`config.mk`:
```
export PLATFORM = sky130hd
export DESIGN_NAME = key_chord_remapper_flat
export DESIGN_NICKNAME = d
export VERILOG_FILES = /design/src/rtl/core/kcr_pkg.sv /design/src/rtl/core/kcr_chan_if.sv /design/src/rtl/core/key_chord_remapper.sv /design/src/flat_wrapper.sv
export SDC_FILE = /design/constraint.sdc
export NUM_CORES = 2
export LEC_CHECK = 0
export BUFFER_PORTS_ARGS = -buffer_cell sky130_fd_sc_hd__buf_2
export CELL_PAD_IN_SITES_DETAIL_PLACEMENT = 1
export CELL_PAD_IN_SITES_GLOBAL_PLACEMENT = 1
export CORE_ASPECT_RATIO = 1.5
export CORE_MARGIN = 2
export CORE_UTILIZATION = 30
export DETAILED_ROUTE_END_ITERATION = 10
export GPL_ROUTABILITY_DRIVEN = 0
export PLACE_DENSITY_LB_ADDON = 0.25
export SLEW_MARGIN = 30
export SYNTH_ARGS = -nofsm -noshare
export SYNTH_HDL_FRONTEND = slang
export SYNTH_SLANG_ARGS = --single-unit
```
`constraint.sdc`:
```
create_clock -name clock -period 13.7 [get_ports clock]
set_input_delay 0 -clock clock [delete_from_list [all_inputs] [get_ports clock]]
set_output_delay 0 -clock clock [all_outputs]
set_load 0.02 [all_outputs]
```
`src/rtl/core/kcr_pkg.sv`:
```
// Shared types, constants and microcode store of the key chord remapper.
package kcr_pkg;

   // Payload field widths
   localparam int CODE_W  = 8;
   localparam int VALUE_W = 2;
   localparam int INDEX_W = 5;

   // Key values and key states
   localparam logic [VALUE_W-1:0] KEY_RELEASE = 2'd0;
   localparam logic [VALUE_W-1:0] KEY_PRESS   = 2'd1;
   localparam logic [VALUE_W-1:0] KEY_REPEAT  = 2'd2;
   localparam logic [VALUE_W-1:0] KEY_ODD     = 2'd3;

   // Transaction kinds
   localparam logic ACTION_EVENT = 1'b0;
   localparam logic ACTION_WRITE = 1'b1;

   // Microprogram addresses
   localparam int STEP_W = 5;
   typedef logic [STEP_W-1:0] kcr_step_type;

   localparam kcr_step_type STEP_CLEAR     = 5'd0;
   localparam kcr_step_type STEP_IDLE      = 5'd1;
   localparam kcr_step_type STEP_EXEC      = 5'd2;
   localparam kcr_step_type STEP_SWEEP     = 5'd3;
   localparam kcr_step_type STEP_DECIDE    = 5'd4;
   localparam kcr_step_type STEP_DISPATCH  = 5'd5;
   localparam kcr_step_type STEP_PASS      = 5'd6;
   localparam kcr_step_type STEP_KP_MOD    = 5'd7;
   localparam kcr_step_type STEP_P_EMOD    = 5'd8;
   localparam kcr_step_type STEP_P_EKEY    = 5'd9;
   localparam kcr_step_type STEP_KR_EKEY   = 5'd10;
   localparam kcr_step_type STEP_KREL_EKEY = 5'd11;
   localparam kcr_step_type STEP_KREL_EMOD = 5'd12;
   localparam kcr_step_type STEP_KREL_MOD  = 5'd13;
   localparam kcr_step_type STEP_MP_MOD    = 5'd14;
   localparam kcr_step_type STEP_MP_KEY    = 5'd15;
   localparam kcr_step_type STEP_MREL_CODE = 5'd16;
   localparam kcr_step_type STEP_MREL_EMOD = 5'd17;
   localparam kcr_step_type STEP_MREL_EKEY = 5'd18;
   localparam kcr_step_type STEP_MREL_KEY  = 5'd19;

   typedef enum logic [1:0] {
      JMP_NEXT,
      JMP_COND,
      JMP_ALWAYS,
      JMP_MODE
   } kcr_jump_type;

   typedef enum logic [1:0] {
      COND_CLR_BUSY,
      COND_NO_ACCEPT,
      COND_IS_WRITE,
      COND_SWEEP_BUSY
   } kcr_cond_type;

   typedef enum logic [2:0] {
      SRC_CODE,
      SRC_TRIG_MOD,
      SRC_TRIG_KEY,
      SRC_EMIT_MOD,
      SRC_EMIT_KEY
   } kcr_src_type;

   typedef enum logic [1:0] {
      VAL_RELEASE,
      VAL_PRESS,
      VAL_REPEAT,
      VAL_EVENT
   } kcr_val_type;

   typedef enum logic [2:0] {
      MODE_NONE,
      MODE_PASS,
      MODE_KEY_PRESS,
      MODE_KEY_REPEAT,
      MODE_KEY_RELEASE,
      MODE_MOD_PRESS,
      MODE_MOD_RELEASE
   } kcr_mode_type;

   // One chord table entry, without its valid bit
   typedef struct packed {
      logic [CODE_W-1:0] trig_mod;
      logic [CODE_W-1:0] trig_key;
      logic [CODE_W-1:0] emit_mod;
      logic [CODE_W-1:0] emit_key;
   } kcr_entry_type;

   // Control word of one microprogram step
   typedef struct packed {
      logic         ready;    // take a request transaction
      logic         clr_we;   // clear one key state entry
      logic         exec;     // apply table write or key state update
      logic         sweep;    // walk the chord table
      logic         decide;   // register outcome of the walk
      logic         emit;     // send one response transaction
      logic         opt;      // skip the emit when emit modifier is zero
      logic         last;     // final response of this request
      logic         cnt_clr;
      logic         cnt_inc;
      kcr_src_type  src;
      kcr_val_type  val;
      kcr_jump_type jump;
      kcr_cond_type cond;
      kcr_step_type target;
   } kcr_ucode_type;

   // Emit step helper: one response from a source and a value
   function automatic kcr_ucode_type emit_word(kcr_src_type src, kcr_val_type val,
                                               logic opt, logic last);
      kcr_ucode_type w;
      w      = '0;
      w.emit = 1'b1;
      w.src  = src;
      w.val  = val;
      w.opt  = opt;
      w.last = last;
      w.jump = JMP_NEXT;
      return w;
   endfunction

   // Microprogram store
   function automatic kcr_ucode_type ucode(kcr_step_type step);
      kcr_ucode_type w;
      w = '0;
      unique case (step)
         STEP_CLEAR: begin
            w.clr_we  = 1'b1;
            w.cnt_inc = 1'b1;
            w.jump    = JMP_COND;
            w.cond    = COND_CLR_BUSY;
            w.target  = STEP_CLEAR;
         end
         STEP_IDLE: begin
            w.ready   = 1'b1;
            w.cnt_clr = 1'b1;
            w.jump    = JMP_COND;
            w.cond    = COND_NO_ACCEPT;
            w.target  = STEP_IDLE;
         end
         STEP_EXEC: begin
            w.exec    = 1'b1;
            w.cnt_clr = 1'b1;
            w.jump    = JMP_COND;
            w.cond    = COND_IS_WRITE;
            w.target  = STEP_IDLE;
         end
         STEP_SWEEP: begin
            w.sweep   = 1'b1;
            w.cnt_inc = 1'b1;
            w.jump    = JMP_COND;
            w.cond    = COND_SWEEP_BUSY;
            w.target  = STEP_SWEEP;
         end
         STEP_DECIDE: begin
            w.decide = 1'b1;
            w.jump   = JMP_NEXT;
         end
         STEP_DISPATCH: begin
            w.jump = JMP_MODE;
         end
         STEP_PASS: begin
            w        = emit_word(SRC_CODE, VAL_EVENT, 1'b0, 1'b1);
            w.jump   = JMP_ALWAYS;
            w.target = STEP_IDLE;
         end
         STEP_KP_MOD:    w = emit_word(SRC_TRIG_MOD, VAL_RELEASE, 1'b0, 1'b0);
         STEP_P_EMOD:    w = emit_word(SRC_EMIT_MOD, VAL_PRESS, 1'b1, 1'b0);
         STEP_P_EKEY: begin
            w        = emit_word(SRC_EMIT_KEY, VAL_PRESS, 1'b0, 1'b1);
            w.jump   = JMP_ALWAYS;
            w.target = STEP_IDLE;
         end
         STEP_KR_EKEY: begin
            w        = emit_word(SRC_EMIT_KEY, VAL_REPEAT, 1'b0, 1'b1);
            w.jump   = JMP_ALWAYS;
            w.target = STEP_IDLE;
         end
         STEP_KREL_EKEY: w = emit_word(SRC_EMIT_KEY, VAL_RELEASE, 1'b0, 1'b0);
         STEP_KREL_EMOD: w = emit_word(SRC_EMIT_MOD, VAL_RELEASE, 1'b1, 1'b0);
         STEP_KREL_MOD: begin
            w        = emit_word(SRC_TRIG_MOD, VAL_PRESS, 1'b0, 1'b1);
            w.jump   = JMP_ALWAYS;
            w.target = STEP_IDLE;
         end
         STEP_MP_MOD:    w = emit_word(SRC_TRIG_MOD, VAL_RELEASE, 1'b0, 1'b0);
         STEP_MP_KEY: begin
            // share the tail of the key press sequence
            w        = emit_word(SRC_TRIG_KEY, VAL_RELEASE, 1'b0, 1'b0);
            w.jump   = JMP_ALWAYS;
            w.target = STEP_P_EMOD;
         end
         STEP_MREL_CODE: w = emit_word(SRC_CODE, VAL_RELEASE, 1'b0, 1'b0);
         STEP_MREL_EMOD: w = emit_word(SRC_EMIT_MOD, VAL_RELEASE, 1'b1, 1'b0);
         STEP_MREL_EKEY: w = emit_word(SRC_EMIT_KEY, VAL_RELEASE, 1'b0, 1'b0);
         STEP_MREL_KEY: begin
            w        = emit_word(SRC_TRIG_KEY, VAL_PRESS, 1'b0, 1'b1);
            w.jump   = JMP_ALWAYS;
            w.target = STEP_IDLE;
         end
         default: begin
            w.jump   = JMP_ALWAYS;
            w.target = STEP_IDLE;
         end
      endcase
      return w;
   endfunction

   // Dispatch table: outcome of the walk to first emit step, or to idle when there is no outcome
   function automatic kcr_step_type mode_target(kcr_mode_type mode);
      kcr_step_type t;
      unique case (mode)
         MODE_PASS:        t = STEP_PASS;
         MODE_KEY_PRESS:   t = STEP_KP_MOD;
         MODE_KEY_REPEAT:  t = STEP_KR_EKEY;
         MODE_KEY_RELEASE: t = STEP_KREL_EKEY;
         MODE_MOD_PRESS:   t = STEP_MP_MOD;
         MODE_MOD_RELEASE: t = STEP_MREL_CODE;
         default:          t = STEP_IDLE;
      endcase
      return t;
   endfunction

endpackage

```
`src/rtl/core/kcr_chan_if.sv`:
```
// Request and response channel interfaces of the key chord remapper.
interface kcr_req_if;
   logic                         valid;
   logic                         ready;
   logic                         action;
   logic [kcr_pkg::CODE_W-1:0]   key_code;
   logic [kcr_pkg::VALUE_W-1:0]  key_value;
   logic [kcr_pkg::INDEX_W-1:0]  entry_index;
   logic                         entry_valid;
   logic [kcr_pkg::CODE_W-1:0]   trigger_modifier;
   logic [kcr_pkg::CODE_W-1:0]   trigger_key;
   logic [kcr_pkg::CODE_W-1:0]   emit_modifier;
   logic [kcr_pkg::CODE_W-1:0]   emit_key;

   modport source (
      output valid, action, key_code, key_value, entry_index, entry_valid,
             trigger_modifier, trigger_key, emit_modifier, emit_key,
      input  ready
   );
   modport sink (
      input  valid, action, key_code, key_value, entry_index, entry_valid,
             trigger_modifier, trigger_key, emit_modifier, emit_key,
      output ready
   );
endinterface

interface kcr_rsp_if;
   logic                         valid;
   logic                         ready;
   logic [kcr_pkg::CODE_W-1:0]   out_code;
   logic [kcr_pkg::VALUE_W-1:0]  out_value;
   logic                         last;

   modport source (
      output valid, out_code, out_value, last,
      input  ready
   );
   modport sink (
      input  valid, out_code, out_value, last,
      output ready
   );
endinterface

```
`src/rtl/core/key_chord_remapper.sv`:
```
// Key chord remapper top level: microcoded sequencer over key state and chord tables.
//
//   channel   direction  kind          contents
//   req_chan  in         valid/ready   key event or chord table write
//   rsp_chan  out        valid/ready   emitted key event, last flag
//
// After reset a clearing pass writes every key state table entry as released.
// A table write returns to idle after its execute step; a key event runs the chord
// table walk of one entry per cycle through a three stage read pipeline, then the
// decide and dispatch steps and one step per emit, a skipped emit modifier step included.
// An emit step holds while the response register is full and rsp_chan.ready is low;
// the final response waits there without blocking the next request.
module key_chord_remapper #(
   parameter int CHORD_ENTRIES = 32,
   parameter int CODE_COUNT    = 256
) (
   input logic        clock,
   input logic        reset,
   kcr_req_if.sink    req_chan,
   kcr_rsp_if.source  rsp_chan
);

   localparam int CW    = $clog2(CODE_COUNT);
   localparam int CXW   = CW + kcr_pkg::CODE_W;
   localparam int AW    = (CHORD_ENTRIES > 1) ? $clog2(CHORD_ENTRIES) : 1;
   localparam int AXW   = AW + kcr_pkg::INDEX_W;
   localparam int CNT_A = $clog2(CODE_COUNT);
   localparam int CNT_B = $clog2(CHORD_ENTRIES + 2);
   localparam int CNT_W = (CNT_A > CNT_B) ? CNT_A : CNT_B;

   // Sequencer
   kcr_pkg::kcr_step_type  step_ff, step_in;
   kcr_pkg::kcr_ucode_type cw;
   logic [CNT_W-1:0]       cnt_ff, cnt_in;
   logic                   cond_true;
   logic                   accept;
   logic                   hold;
   logic                   skip;
   logic                   out_free;
   logic                   load;
   logic                   cw_emit;

   // Captured request
   logic                           item_action_ff;
   logic [kcr_pkg::CODE_W-1:0]     item_code_ff;
   logic [kcr_pkg::VALUE_W-1:0]    item_value_ff;
   logic [kcr_pkg::INDEX_W-1:0]    item_index_ff;
   logic                           item_on_ff;
   kcr_pkg::kcr_entry_type         item_ent_ff;

   // Key state table
   logic [kcr_pkg::VALUE_W-1:0] ks_mem [CODE_COUNT];
   logic                        ks_we;
   logic [CW-1:0]               ks_waddr;
   logic [kcr_pkg::VALUE_W-1:0] ks_wdata;
   logic [CXW-1:0]              code_wide, m_wide, k_wide;
   logic                        code_rng, m_rng, k_rng;
   logic [CW-1:0]               code_addr, m_addr, k_addr;
   logic [kcr_pkg::VALUE_W-1:0] ks_rd_m_ff, ks_rd_k_ff;
   logic                        rng_m_ff, rng_k_ff;

   // Chord table
   kcr_pkg::kcr_entry_type  ch_mem [CHORD_ENTRIES];
   logic [CHORD_ENTRIES-1:0] ch_vld_ff, ch_vld_in;
   logic [AXW-1:0]           idx_wide;
   logic                     idx_rng;
   logic [AW-1:0]            idx_addr;
   logic [AW-1:0]            rd_addr;
   logic                     issue;

   // Walk pipeline
   logic                   s1_act_ff, s1_act_in;
   logic                   s1_on_ff;
   kcr_pkg::kcr_entry_type s1_ent_ff;
   logic                   s2_act_ff;
   logic                   s2_on_ff;
   kcr_pkg::kcr_entry_type s2_ent_ff;
   logic [kcr_pkg::VALUE_W-1:0] st_m, st_k;
   logic                   khit, mhit;

   // Hit accumulators
   logic [1:0]                  kcnt_ff, kcnt_in, mcnt_ff, mcnt_in;
   kcr_pkg::kcr_entry_type      kent_ff, kent_in, ment_ff, ment_in;
   logic [kcr_pkg::VALUE_W-1:0] kst_ff, kst_in, mst_ff, mst_in;

   // Outcome
   kcr_pkg::kcr_mode_type       mode_ff, mode_in;
   kcr_pkg::kcr_entry_type      sel_ent_ff, use_ent;
   logic [kcr_pkg::VALUE_W-1:0] use_st;
   logic                        found, by_key;

   // Response register
   logic                        rsp_valid_ff, rsp_valid_in;
   logic [kcr_pkg::CODE_W-1:0]  rsp_code_ff, emit_code;
   logic [kcr_pkg::VALUE_W-1:0] rsp_value_ff, emit_value;
   logic                        rsp_last_ff;

   // Fetch control word
   assign cw      = kcr_pkg::ucode(step_ff);
   assign cw_emit = cw.emit;

   assign req_chan.ready = cw.ready;
   assign accept         = req_chan.valid & cw.ready;

   // Branch condition
   always_comb begin
      case (cw.cond)
         kcr_pkg::COND_CLR_BUSY:   cond_true = (cnt_ff != CNT_W'(CODE_COUNT - 1));
         kcr_pkg::COND_NO_ACCEPT:  cond_true = !accept;
         kcr_pkg::COND_IS_WRITE:   cond_true = (item_action_ff == kcr_pkg::ACTION_WRITE);
         kcr_pkg::COND_SWEEP_BUSY: cond_true = (cnt_ff != CNT_W'(CHORD_ENTRIES + 1));
         default:                  cond_true = 1'b0;
      endcase
   end

   // Emit data path
   assign skip     = cw.opt & (sel_ent_ff.emit_mod == '0);
   assign out_free = !rsp_valid_ff | rsp_chan.ready;
   assign load     = cw.emit & !skip & out_free;
   assign hold     = cw.emit & !skip & !out_free;

   always_comb begin
      case (cw.src)
         kcr_pkg::SRC_TRIG_MOD: emit_code = sel_ent_ff.trig_mod;
         kcr_pkg::SRC_TRIG_KEY: emit_code = sel_ent_ff.trig_key;
         kcr_pkg::SRC_EMIT_MOD: emit_code = sel_ent_ff.emit_mod;
         kcr_pkg::SRC_EMIT_KEY: emit_code = sel_ent_ff.emit_key;
         default:               emit_code = item_code_ff;
      endcase
      case (cw.val)
         kcr_pkg::VAL_RELEASE: emit_value = kcr_pkg::KEY_RELEASE;
         kcr_pkg::VAL_PRESS:   emit_value = kcr_pkg::KEY_PRESS;
         kcr_pkg::VAL_REPEAT:  emit_value = kcr_pkg::KEY_REPEAT;
         default:              emit_value = item_value_ff;
      endcase
   end

   // Next step and step counter
   always_comb begin
      if (hold) begin
         step_in = step_ff;
      end else begin
         case (cw.jump)
            kcr_pkg::JMP_COND:   step_in = cond_true ? cw.target
                                                     : step_ff + kcr_pkg::kcr_step_type'(1);
            kcr_pkg::JMP_ALWAYS: step_in = cw.target;
            kcr_pkg::JMP_MODE:   step_in = kcr_pkg::mode_target(mode_ff);
            default:             step_in = step_ff + kcr_pkg::kcr_step_type'(1);
         endcase
      end
      if (cw.cnt_clr) begin
         cnt_in = '0;
      end else if (cw.cnt_inc) begin
         cnt_in = cnt_ff + CNT_W'(1);
      end else begin
         cnt_in = cnt_ff;
      end
   end

   always_ff @(posedge clock) begin
      if (reset) begin
         step_ff <= kcr_pkg::STEP_CLEAR;
         cnt_ff  <= '0;
      end else begin
         step_ff <= step_in;
         cnt_ff  <= cnt_in;
      end
   end

   // Capture the request transaction
   always_ff @(posedge clock) begin
      if (accept) begin
         item_action_ff       <= req_chan.action;
         item_code_ff         <= req_chan.key_code;
         item_value_ff        <= req_chan.key_value;
         item_index_ff        <= req_chan.entry_index;
         item_on_ff           <= req_chan.entry_valid;
         item_ent_ff.trig_mod <= req_chan.trigger_modifier;
         item_ent_ff.trig_key <= req_chan.trigger_key;
         item_ent_ff.emit_mod <= req_chan.emit_modifier;
         item_ent_ff.emit_key <= req_chan.emit_key;
      end
   end

   // Key state addressing; codes beyond the table read as released
   always_comb begin
      code_wide = CXW'(item_code_ff);
      m_wide    = CXW'(s1_ent_ff.trig_mod);
      k_wide    = CXW'(s1_ent_ff.trig_key);
      code_rng  = code_wide < CXW'(CODE_COUNT);
      m_rng     = m_wide < CXW'(CODE_COUNT);
      k_rng     = k_wide < CXW'(CODE_COUNT);
      code_addr = code_rng ? code_wide[CW-1:0] : '0;
      m_addr    = m_rng ? m_wide[CW-1:0] : '0;
      k_addr    = k_rng ? k_wide[CW-1:0] : '0;
      ks_we     = cw.clr_we |
                  (cw.exec & (item_action_ff == kcr_pkg::ACTION_EVENT) & code_rng);
      ks_waddr  = cw.clr_we ? cnt_ff[CW-1:0] : code_addr;
      ks_wdata  = cw.clr_we ? kcr_pkg::KEY_RELEASE : item_value_ff;
   end

   always_ff @(posedge clock) begin
      if (ks_we) begin
         ks_mem[ks_waddr] <= ks_wdata;
      end
      ks_rd_m_ff <= ks_mem[m_addr];
      ks_rd_k_ff <= ks_mem[k_addr];
      rng_m_ff   <= m_rng;
      rng_k_ff   <= k_rng;
   end

   // Chord table write; out of range indexes are dropped
   always_comb begin
      idx_wide  = AXW'(item_index_ff);
      idx_rng   = idx_wide < AXW'(CHORD_ENTRIES);
      idx_addr  = idx_wide[AW-1:0];
      ch_vld_in = ch_vld_ff;
      if (cw.exec && item_action_ff == kcr_pkg::ACTION_WRITE && idx_rng) begin
         ch_vld_in[idx_addr] = item_on_ff;
      end
   end

   always_ff @(posedge clock) begin
      if (reset) begin
         ch_vld_ff <= '0;
      end else begin
         ch_vld_ff <= ch_vld_in;
      end
   end

   // Walk stage one: read one chord entry per cycle
   assign rd_addr   = cnt_ff[AW-1:0];
   assign issue     = cw.sweep & (cnt_ff < CNT_W'(CHORD_ENTRIES));
   assign s1_act_in = issue;

   always_ff @(posedge clock) begin
      if (cw.exec && item_action_ff == kcr_pkg::ACTION_WRITE && idx_rng) begin
         ch_mem[idx_addr] <= item_ent_ff;
      end
      if (issue) begin
         s1_ent_ff <= ch_mem[rd_addr];
         s1_on_ff  <= ch_vld_ff[rd_addr];
      end
      s2_ent_ff <= s1_ent_ff;
      s2_on_ff  <= s1_on_ff;
   end

   always_ff @(posedge clock) begin
      if (reset) begin
         s1_act_ff <= 1'b0;
         s2_act_ff <= 1'b0;
      end else begin
         s1_act_ff <= s1_act_in;
         s2_act_ff <= s1_act_ff;
      end
   end

   // Walk stage three: count key and modifier matches
   always_comb begin
      st_m = rng_m_ff ? ks_rd_m_ff : kcr_pkg::KEY_RELEASE;
      st_k = rng_k_ff ? ks_rd_k_ff : kcr_pkg::KEY_RELEASE;
      khit = s2_act_ff & s2_on_ff & (s2_ent_ff.trig_key == item_code_ff) &
             (st_m != kcr_pkg::KEY_RELEASE);
      mhit = s2_act_ff & s2_on_ff & (s2_ent_ff.trig_mod == item_code_ff) &
             (st_k != kcr_pkg::KEY_RELEASE);
      kcnt_in = kcnt_ff;
      mcnt_in = mcnt_ff;
      kent_in = kent_ff;
      ment_in = ment_ff;
      kst_in  = kst_ff;
      mst_in  = mst_ff;
      if (cw.exec) begin
         kcnt_in = '0;
         mcnt_in = '0;
      end else begin
         if (khit) begin
            kcnt_in = (kcnt_ff == 2'd2) ? kcnt_ff : kcnt_ff + 2'd1;
            kent_in = s2_ent_ff;
            kst_in  = st_m;
         end
         if (mhit) begin
            mcnt_in = (mcnt_ff == 2'd2) ? mcnt_ff : mcnt_ff + 2'd1;
            ment_in = s2_ent_ff;
            mst_in  = st_k;
         end
      end
   end

   always_ff @(posedge clock) begin
      if (reset) begin
         kcnt_ff <= '0;
         mcnt_ff <= '0;
      end else begin
         kcnt_ff <= kcnt_in;
         mcnt_ff <= mcnt_in;
      end
      kent_ff <= kent_in;
      ment_ff <= ment_in;
      kst_ff  <= kst_in;
      mst_ff  <= mst_in;
   end

   // Pick the outcome: a single key match wins over a single modifier match
   always_comb begin
      found   = 1'b1;
      by_key  = 1'b1;
      use_ent = kent_ff;
      use_st  = kst_ff;
      if (kcnt_ff == 2'd1) begin
         by_key = 1'b1;
      end else if (mcnt_ff == 2'd1) begin
         by_key  = 1'b0;
         use_ent = ment_ff;
         use_st  = mst_ff;
      end else begin
         found = 1'b0;
      end

      if (!found || use_st == kcr_pkg::KEY_RELEASE) begin
         mode_in = kcr_pkg::MODE_PASS;
      end else if (use_st == kcr_pkg::KEY_ODD) begin
         mode_in = kcr_pkg::MODE_NONE;
      end else if (by_key) begin
         case (item_value_ff)
            kcr_pkg::KEY_PRESS:   mode_in = kcr_pkg::MODE_KEY_PRESS;
            kcr_pkg::KEY_REPEAT:  mode_in = kcr_pkg::MODE_KEY_REPEAT;
            kcr_pkg::KEY_RELEASE: mode_in = kcr_pkg::MODE_KEY_RELEASE;
            default:              mode_in = kcr_pkg::MODE_NONE;
         endcase
      end else begin
         case (item_value_ff)
            kcr_pkg::KEY_PRESS:   mode_in = kcr_pkg::MODE_MOD_PRESS;
            kcr_pkg::KEY_RELEASE: mode_in = kcr_pkg::MODE_MOD_RELEASE;
            default:              mode_in = kcr_pkg::MODE_NONE;
         endcase
      end
   end

   always_ff @(posedge clock) begin
      if (reset) begin
         mode_ff <= kcr_pkg::MODE_NONE;
      end else if (cw.decide) begin
         mode_ff <= mode_in;
      end
      if (cw.decide) begin
         sel_ent_ff <= use_ent;
      end
   end

   // Response register: load on emit, drop once taken
   assign rsp_valid_in = load ? 1'b1 : (rsp_chan.ready ? 1'b0 : rsp_valid_ff);

   always_ff @(posedge clock) begin
      if (reset) begin
         rsp_valid_ff <= 1'b0;
      end else begin
         rsp_valid_ff <= rsp_valid_in;
      end
      if (load) begin
         rsp_code_ff  <= emit_code;
         rsp_value_ff <= emit_value;
         rsp_last_ff  <= cw.last;
      end
   end

   assign rsp_chan.valid     = rsp_valid_ff;
   assign rsp_chan.out_code  = rsp_code_ff;
   assign rsp_chan.out_value = rsp_value_ff;
   assign rsp_chan.last      = rsp_last_ff;

`ifndef SYNTHESIS
   a_rsp_from_emit: assert property (@(posedge clock) disable iff (reset)
      $rose(rsp_valid_ff) |-> $past(cw_emit))
      else $error("response raised outside an emit step");

   a_write_returns_idle: assert property (@(posedge clock) disable iff (reset)
      (step_ff == kcr_pkg::STEP_EXEC && item_action_ff == kcr_pkg::ACTION_WRITE)
      |=> step_ff == kcr_pkg::STEP_IDLE)
      else $error("table write did not return to idle");

   a_none_returns_idle: assert property (@(posedge clock) disable iff (reset)
      (step_ff == kcr_pkg::STEP_DISPATCH && mode_ff == kcr_pkg::MODE_NONE)
      |=> step_ff == kcr_pkg::STEP_IDLE)
      else $error("silent outcome emitted a response");

   a_accept_while_sweep_clear: assert property (@(posedge clock) disable iff (reset)
      (step_ff == kcr_pkg::STEP_SWEEP) |-> !req_chan.ready && !s2_act_ff ||
      (cnt_ff > CNT_W'(1)))
      else $error("walk pipeline active at start of sweep");
`endif

endmodule
```
`src/flat_wrapper.sv`:
```
// flat-port wrapper written by rule: the top's interface ports become plain ports
module key_chord_remapper_flat 
#(
   parameter int CHORD_ENTRIES = 32,
   parameter int CODE_COUNT    = 256
)
  (clock, reset, req_chan_valid, req_chan_action, req_chan_key_code, req_chan_key_value, req_chan_entry_index, req_chan_entry_valid, req_chan_trigger_modifier, req_chan_trigger_key, req_chan_emit_modifier, req_chan_emit_key, req_chan_ready, rsp_chan_valid, rsp_chan_out_code, rsp_chan_out_value, rsp_chan_last, rsp_chan_ready);
  kcr_req_if req_chan_i ();
  kcr_rsp_if rsp_chan_i ();
  input logic clock;
  input logic reset;
  input wire logic [$bits(req_chan_i.valid)-1:0] req_chan_valid;
  input wire logic [$bits(req_chan_i.action)-1:0] req_chan_action;
  input wire logic [$bits(req_chan_i.key_code)-1:0] req_chan_key_code;
  input wire logic [$bits(req_chan_i.key_value)-1:0] req_chan_key_value;
  input wire logic [$bits(req_chan_i.entry_index)-1:0] req_chan_entry_index;
  input wire logic [$bits(req_chan_i.entry_valid)-1:0] req_chan_entry_valid;
  input wire logic [$bits(req_chan_i.trigger_modifier)-1:0] req_chan_trigger_modifier;
  input wire logic [$bits(req_chan_i.trigger_key)-1:0] req_chan_trigger_key;
  input wire logic [$bits(req_chan_i.emit_modifier)-1:0] req_chan_emit_modifier;
  input wire logic [$bits(req_chan_i.emit_key)-1:0] req_chan_emit_key;
  output wire logic [$bits(req_chan_i.ready)-1:0] req_chan_ready;
  output wire logic [$bits(rsp_chan_i.valid)-1:0] rsp_chan_valid;
  output wire logic [$bits(rsp_chan_i.out_code)-1:0] rsp_chan_out_code;
  output wire logic [$bits(rsp_chan_i.out_value)-1:0] rsp_chan_out_value;
  output wire logic [$bits(rsp_chan_i.last)-1:0] rsp_chan_last;
  input wire logic [$bits(rsp_chan_i.ready)-1:0] rsp_chan_ready;
  assign req_chan_i.valid = req_chan_valid;
  assign req_chan_i.action = req_chan_action;
  assign req_chan_i.key_code = req_chan_key_code;
  assign req_chan_i.key_value = req_chan_key_value;
  assign req_chan_i.entry_index = req_chan_entry_index;
  assign req_chan_i.entry_valid = req_chan_entry_valid;
  assign req_chan_i.trigger_modifier = req_chan_trigger_modifier;
  assign req_chan_i.trigger_key = req_chan_trigger_key;
  assign req_chan_i.emit_modifier = req_chan_emit_modifier;
  assign req_chan_i.emit_key = req_chan_emit_key;
  assign req_chan_ready = req_chan_i.ready;
  assign rsp_chan_valid = rsp_chan_i.valid;
  assign rsp_chan_out_code = rsp_chan_i.out_code;
  assign rsp_chan_out_value = rsp_chan_i.out_value;
  assign rsp_chan_last = rsp_chan_i.last;
  assign rsp_chan_i.ready = rsp_chan_ready;
  key_chord_remapper #(.CHORD_ENTRIES(CHORD_ENTRIES), .CODE_COUNT(CODE_COUNT)) u_core (.clock(clock), .reset(reset), .req_chan(req_chan_i), .rsp_chan(rsp_chan_i));
endmodule
```
# Yosys cells after proc, flatten, opt, wreduce, memory -nomap -nowiden
# Memories as Yosys holds them, arrays and structs flattened. A register that Yosys moved wholly into a read port is not among the register bits.
# Cells that the tools add are included.
# totals
register_bits,249
mem_bits_rw,1536
input_bits,53
output_inout_bits,13
word_cells,195
mem_count,2
# memory_table
name,depth,width,rd,rd_ports_with_merged_regs,wr,line_no,rtl
u_core.ch_mem,32,32,1,1,1,key_chord_remapper.sv:63,kcr_pkg::kcr_entry_type ch_mem [CHORD_ENTRIES];
u_core.ks_mem,256,2,2,2,1,key_chord_remapper.sv:52,logic [kcr_pkg::VALUE_W-1:0] ks_mem [CODE_COUNT];
# op_classes
addsub,4
n_lt_le_gt_ge,4
n_eq_ne,48
muxes,44
bitwise,18
reduce_logical,34
# ops
operator,count
$mux 32,2
$pmux 5 s10,1
$eq 5x4->1 const B,8
$bwmux 32,1
$pmux 8 s4,1
$pmux 5 s6,1
$eq 5x3->1 const B,4
$eq 5x5->1 const B,4
$mux 1,19
$eq 2x2->1 const B,9
$pmux 2 s3,3
$pmux 3 s3,2
$eq 8x8->1,2
$pmux 5 s3,1
$reduce_or 2->1,7
$and 1x1->1,12
$eq 2x1->1 const B,6
$eq 3x2->1 const B,4
$eq 3x3->1 const B,4
$lt 5x6->1 const B,2
$pmux 4 s3,1
$reduce_or 11->1,1
$eq 5x2->1 const B,2
$mux 3,3
other kinds (31),52

# Longest topological paths before layout
# logic_depth
depth_word,8
ltp_mapped,14
mapped_depth_nobuf,14

# Worst setup path after synthesis
# Ideal clock, no wire load.
# synth_path
path_type,register -> register
start,register u_core.step_ff[4]
end,"memory u_core.ks_mem[0][0] (netlist bit), data pin"
t_arrival_ns,7.068
required_time_ns,12.311
setup_slack_ns,5.244
stages_incl_launch_ff,7
n_path_buf,3
period_less_slack_ns,8.456
path_cell_list,dfxtp_1 -> buf_2 -> buf_1 -> nand2b_1 -> nor3_2 -> buf_2 -> nor2_1
# synth_between
elab_chain_cells,3
# synth_rtl
item,line_no,rtl
"start, declared",key_chord_remapper.sv:32,"kcr_pkg::kcr_step_type step_ff, step_in;"
"start signal, assigned",key_chord_remapper.sv:162,step_ff <= kcr_pkg::STEP_CLEAR;
"start signal, assigned",key_chord_remapper.sv:165,step_ff <= step_in;
$logic_not 5->1,kcr_pkg.sv:128,unique case (step)
$mux 1,kcr_pkg.sv:128,
$mux 2,key_chord_remapper.sv:199,ks_wdata = cw.clr_we ? kcr_pkg::KEY_RELEASE : item_value_ff;
via u_core.ks_wdata (one bit),key_chord_remapper.sv:55,logic [kcr_pkg::VALUE_W-1:0] ks_wdata;
"end, declared",key_chord_remapper.sv:52,
# The timed path passes the listed nets, and every way through them passes these cells.

# Worst setup path after layout
# layout_path
start,register u_core.cnt_ff[0]
end,"register, netlist name u_core.s1_ent_ff[10]"
# layout_between
elab_chain_cells,2
# layout_rtl
item,line_no,rtl
"start, declared",key_chord_remapper.sv:34,"logic [CNT_W-1:0] cnt_ff, cnt_in;"
"start signal, assigned",key_chord_remapper.sv:166,cnt_ff <= cnt_in;
$lt 8x6->1,key_chord_remapper.sv:233,assign issue = cw.sweep & (cnt_ff < CNT_W'(CHORD_ENTRIES));
$and 1x1->1,key_chord_remapper.sv:233,
# Several ways; a longest one is shown, not always the timed one.
# A chain may end at the register's enable or synchronous reset.

==> flow_metrics.env <==
export IMPL_status="finished, final reports clean"
export IMPL_place_area_sq_um=79530
export IMPL_clk_pin_slew_worst_paths_ns=0.06
export IMPL_critical_path_max_fanout=70
export IMPL_crit_buf_inv=3
export IMPL_postCtsHoldBufs=97
export IMPL_min_to="u_core.code_addr[0]"
export IMPL_hp_start="req_chan_key_code[0]"
export IMPL_clockBufferDepth=4
export IMPL_wire_per_inst_microns=30.59
export IMPL_end_kind="flip-flop"
export IMPL_whs_ns=0.06132
export IMPL_cts_sinks=1821
export IMPL_numCtsBuffers=191
export IMPL_rsz0062_at_grt="false"
export IMPL_dp_hpwl_mm=139.9
export IMPL_tns_ns=0
export IMPL_start_util=0.3019
export IMPL_totalPowerFinal_mw=13.16
export IMPL_cp_arrival_ns=5.06
export IMPL_fmax_ghz=0.2236
export IMPL_cts_tree="done"
export IMPL_drive_gt1_frac=0.2383
export IMPL_slew_headroom=0.2625
export IMPL_hold_class="input pin to flip-flop"
export IMPL_drtAntennaViolNets=0
export IMPL_async_flop_share=0
export IMPL_rows=224
export IMPL_skew_ns=0.07357
export IMPL_viasPerCell=5.195
export IMPL_r2r_end="u_core.s1_ent_ff[10]"
export IMPL_p_leak_nw=26.88
export IMPL_powerDensity_nw_per_um2=151.6
export IMPL_post_place_ws_ns=8.992
export IMPL_worst_slack_ns=9.228
export IMPL_dr_pass1_iters=5
export IMPL_crit_family="buffers and inverters"
export IMPL_insertion_delay_ns=0.85
export IMPL_htree_levels=4
export IMPL_postLayoutCoreUtil=0.3498
export IMPL_fin_cells=7686
export IMPL_fp_dieH_microns=616.3
export IMPL_remaining_drc_errors=0
export IMPL_root_buffer="clkbuf_16"
export IMPL_grtUsageMet2=0.3432
export IMPL_mappedNetlistArea_sq_um=74980
export IMPL_finalCritPeriodShare=0.3264
export IMPL_ys_ff_latch=1821
export IMPL_synth_warnings=0
export IMPL_core_area_sq_um=248300
export IMPL_grt_overflow_total=0
export IMPL_io_buffers=65
export IMPL_ir_drop_uv=101.6
export IMPL_pin_count=66
export IMPL_reg2reg_slack_ns=9.23
export IMPL_cp_required_ns=14.29
export IMPL_cp_cell_sequence="buf_4, buf_12, buf_4, mux4_2, mux2i_1, nor2_1, a2111oi_0, nor2_1"
export IMPL_die_w_microns=412.2
export IMPL_fin_nets=4332
export IMPL_rr_worst_depth=8
export IMPL_grt_pass1_vias=43360
export IMPL_syn_to_final_growth_pct=15.83
export IMPL_fp_dieArea_sq_um=254000
export IMPL_tightest_slew_ns=1.092
export IMPL_drv_slew=0
export IMPL_design_area_sq_um=86850
export IMPL_synth_avg_cell_area_sq_um=18.60
export IMPL_min_period_ns=4.472
export IMPL_gr_usage_all_layers=0.1828
export IMPL_worstHoldPathCells=2
export IMPL_synth_fp_nets=4102
export IMPL_ys_types=71
export IMPL_syn_inst=4031
export IMPL_slowest_delay_ns=0.87
export IMPL_r2r_start="u_core.cnt_ff[0]"
export IMPL_antenna_found_initial=11
export IMPL_synthFlopType="edfxtp_1"
export IMPL_synth_yosys_seq_area_share=0.7170
export IMPL_vias=39930
export IMPL_setup_worst_path_class="flip-flop to flip-flop"
export IMPL_grt_pass1_wl_mm=330.6
export IMPL_hold_viol=0
export IMPL_synth_edff_count=1729
export IMPL_cp_start_kind="flip-flop"
export IMPL_place_inst=7220
export IMPL_drt_iter0_markers=3156
export IMPL_grt_max_degree=213
export IMPL_cts_resized=0
export IMPL_gr_usage_met1=0.2149
export IMPL_timing_max_cap_violations=0
export IMPL_finalSetupViolCount=0
export IMPL_postCtsSetupRepairBufs=0
export IMPL_totalWireLength_mm=235.1
export IMPL_met3_usage=0.02216
export IMPL_slowest_stage="dfxtp_4"
export IMPL_busiest_layer="met2"
## flip-flops by register name, summed over array words and instances (netlist names), 32 cells and up
name / count
u_core.kent_ff: 32
u_core.ch_mem: 1024
u_core.ment_ff: 32
u_core.ch_vld_ff: 32
u_core.ks_mem: 512
u_core.sel_ent_ff: 32
u_core.s2_ent_ff: 32
u_core.item_ent_ff: 32
## report_power, final
group,leakage (nW),total (mW),switching (mW),internal (mW)
Sequential,16.4,6.30,0.0968,6.20
Clock,2.89,5.08,2.18,2.90
Combinational,7.57,1.78,1.01,0.767
Total,26.9,13.2,3.29,9.87
## placed cells by master (no fill, tap or decap), drive strengths merged, types with 18 or more instances in the layout
master / Yosys / final
dlygate4sd3: 0 / 97
edfxtp: 1729 / 1729
a21oi: 83 / 83
nand3b: 20 / 20
nor2b: 24 / 24
o221ai: 28 / 28
ha: 18 / 18
a22oi: 27 / 27
a211oi: 20 / 20
buf: 132 / 204
clkinv: 1 / 67
mux2: 37 / 37
nand2: 119 / 119
mux4: 465 / 465
clkbuf: 132 / 242
mux2i: 295 / 295
nand3: 28 / 28
nor2: 407 / 407
o22ai: 69 / 69
inv: 23 / 27
o21ai: 67 / 67
nor3: 27 / 27
dfxtp: 92 / 92
a2111oi: 20 / 20
## how the worst max path moves through the flow
stage                     cells past startpoint         startpoint                    to  slack [ns]
final                                         8   u_core.cnt_ff[0]  u_core.s1_ent_ff[10]        9.23
after global placement                        8   u_core.cnt_ff[0]  u_core.s1_ent_ff[10]        8.95
after CTS                                     8   u_core.cnt_ff[0]  u_core.s1_ent_ff[10]        9.05
after detailed placement                      8   u_core.cnt_ff[0]  u_core.s1_ent_ff[10]        8.99
after floorplan                               6  u_core.step_ff[4]   u_core.ks_mem[0][0]        5.24
after global routing                          8   u_core.cnt_ff[0]   u_core.s1_ent_ff[1]        8.78
## synthesized netlist by cell type (20+ instances only)
| master | instances | area (sq um) |
|---|---|---|
| buf_4 | 27 | 202.7 |
| mux2i_1 | 295 | 2953 |
| a22oi_1 | 27 | 202.7 |
| nand3_1 | 28 | 140.1 |
| nand2_1 | 119 | 446.7 |
| nor3_1 | 26 | 130.1 |
| nor2b_1 | 24 | 150.1 |
| clkbuf_1 | 131 | 491.7 |
| buf_2 | 72 | 360.4 |
| edfxtp_1 | 1729 | 51920 |
| o221ai_1 | 28 | 245.2 |
| inv_1 | 23 | 86.33 |
| a21oi_1 | 83 | 415.4 |
| nor2_1 | 407 | 1528 |
| mux2_2 | 37 | 416.7 |
| mux4_2 | 465 | 10470 |
| o21ai_0 | 65 | 325.3 |
| o22ai_1 | 68 | 425.4 |
| a211oi_1 | 20 | 150.1 |
| buf_1 | 26 | 97.59 |
| dfxtp_1 | 92 | 1842 |
| nand3b_1 | 20 | 150.1 |
## logic make-up after synthesis
group,count (synthesis),synth area share
fa+ha+maj,18,0.003004
simple gates,706,0.04154
flops,1821,0.7170
compound gates,374,0.03294
xor+xnor,27,0.003154
mux,797,0.1846
buf+inv,288,0.01772
## worst reg2reg max path, delay by kind of cell (launching register included)
kind | cells | cell delay [ns]
AND/OR/NAND/NOR | 2 | 0.15
AO/OA/AOI/OAI | 1 | 0.45
flip-flops | 1 | 0.87
multiplexers | 2 | 0.77
buffers and inverters | 3 | 2.04
## layout make-up
| class | count | area (sq um) |
|---|---|---|
| clock buffers | 242 | 5084 |
| repair buffers | 301 | 2641 |
| well taps | 3277 | 4100 |
| multi-input cells | 1922 | 20290 |
| diodes | 3 | 7.507 |
| fillers | 24770 | 161500 |
| inverters | 24 | 90.09 |
| clock inverters | 96 | 860.8 |
| flip-flops and latches | 1821 | 53780 |
## metal layers
metal,vias up,share of wire,wire length (microns)
met5,-,0.000047,11
met4,2,0.032,7464
met3,340,0.038,8959
met2,895,0.55,128600
met1,21830,0.38,90020
li1,16870,-,-
Power figures use the tool's default switching activity.
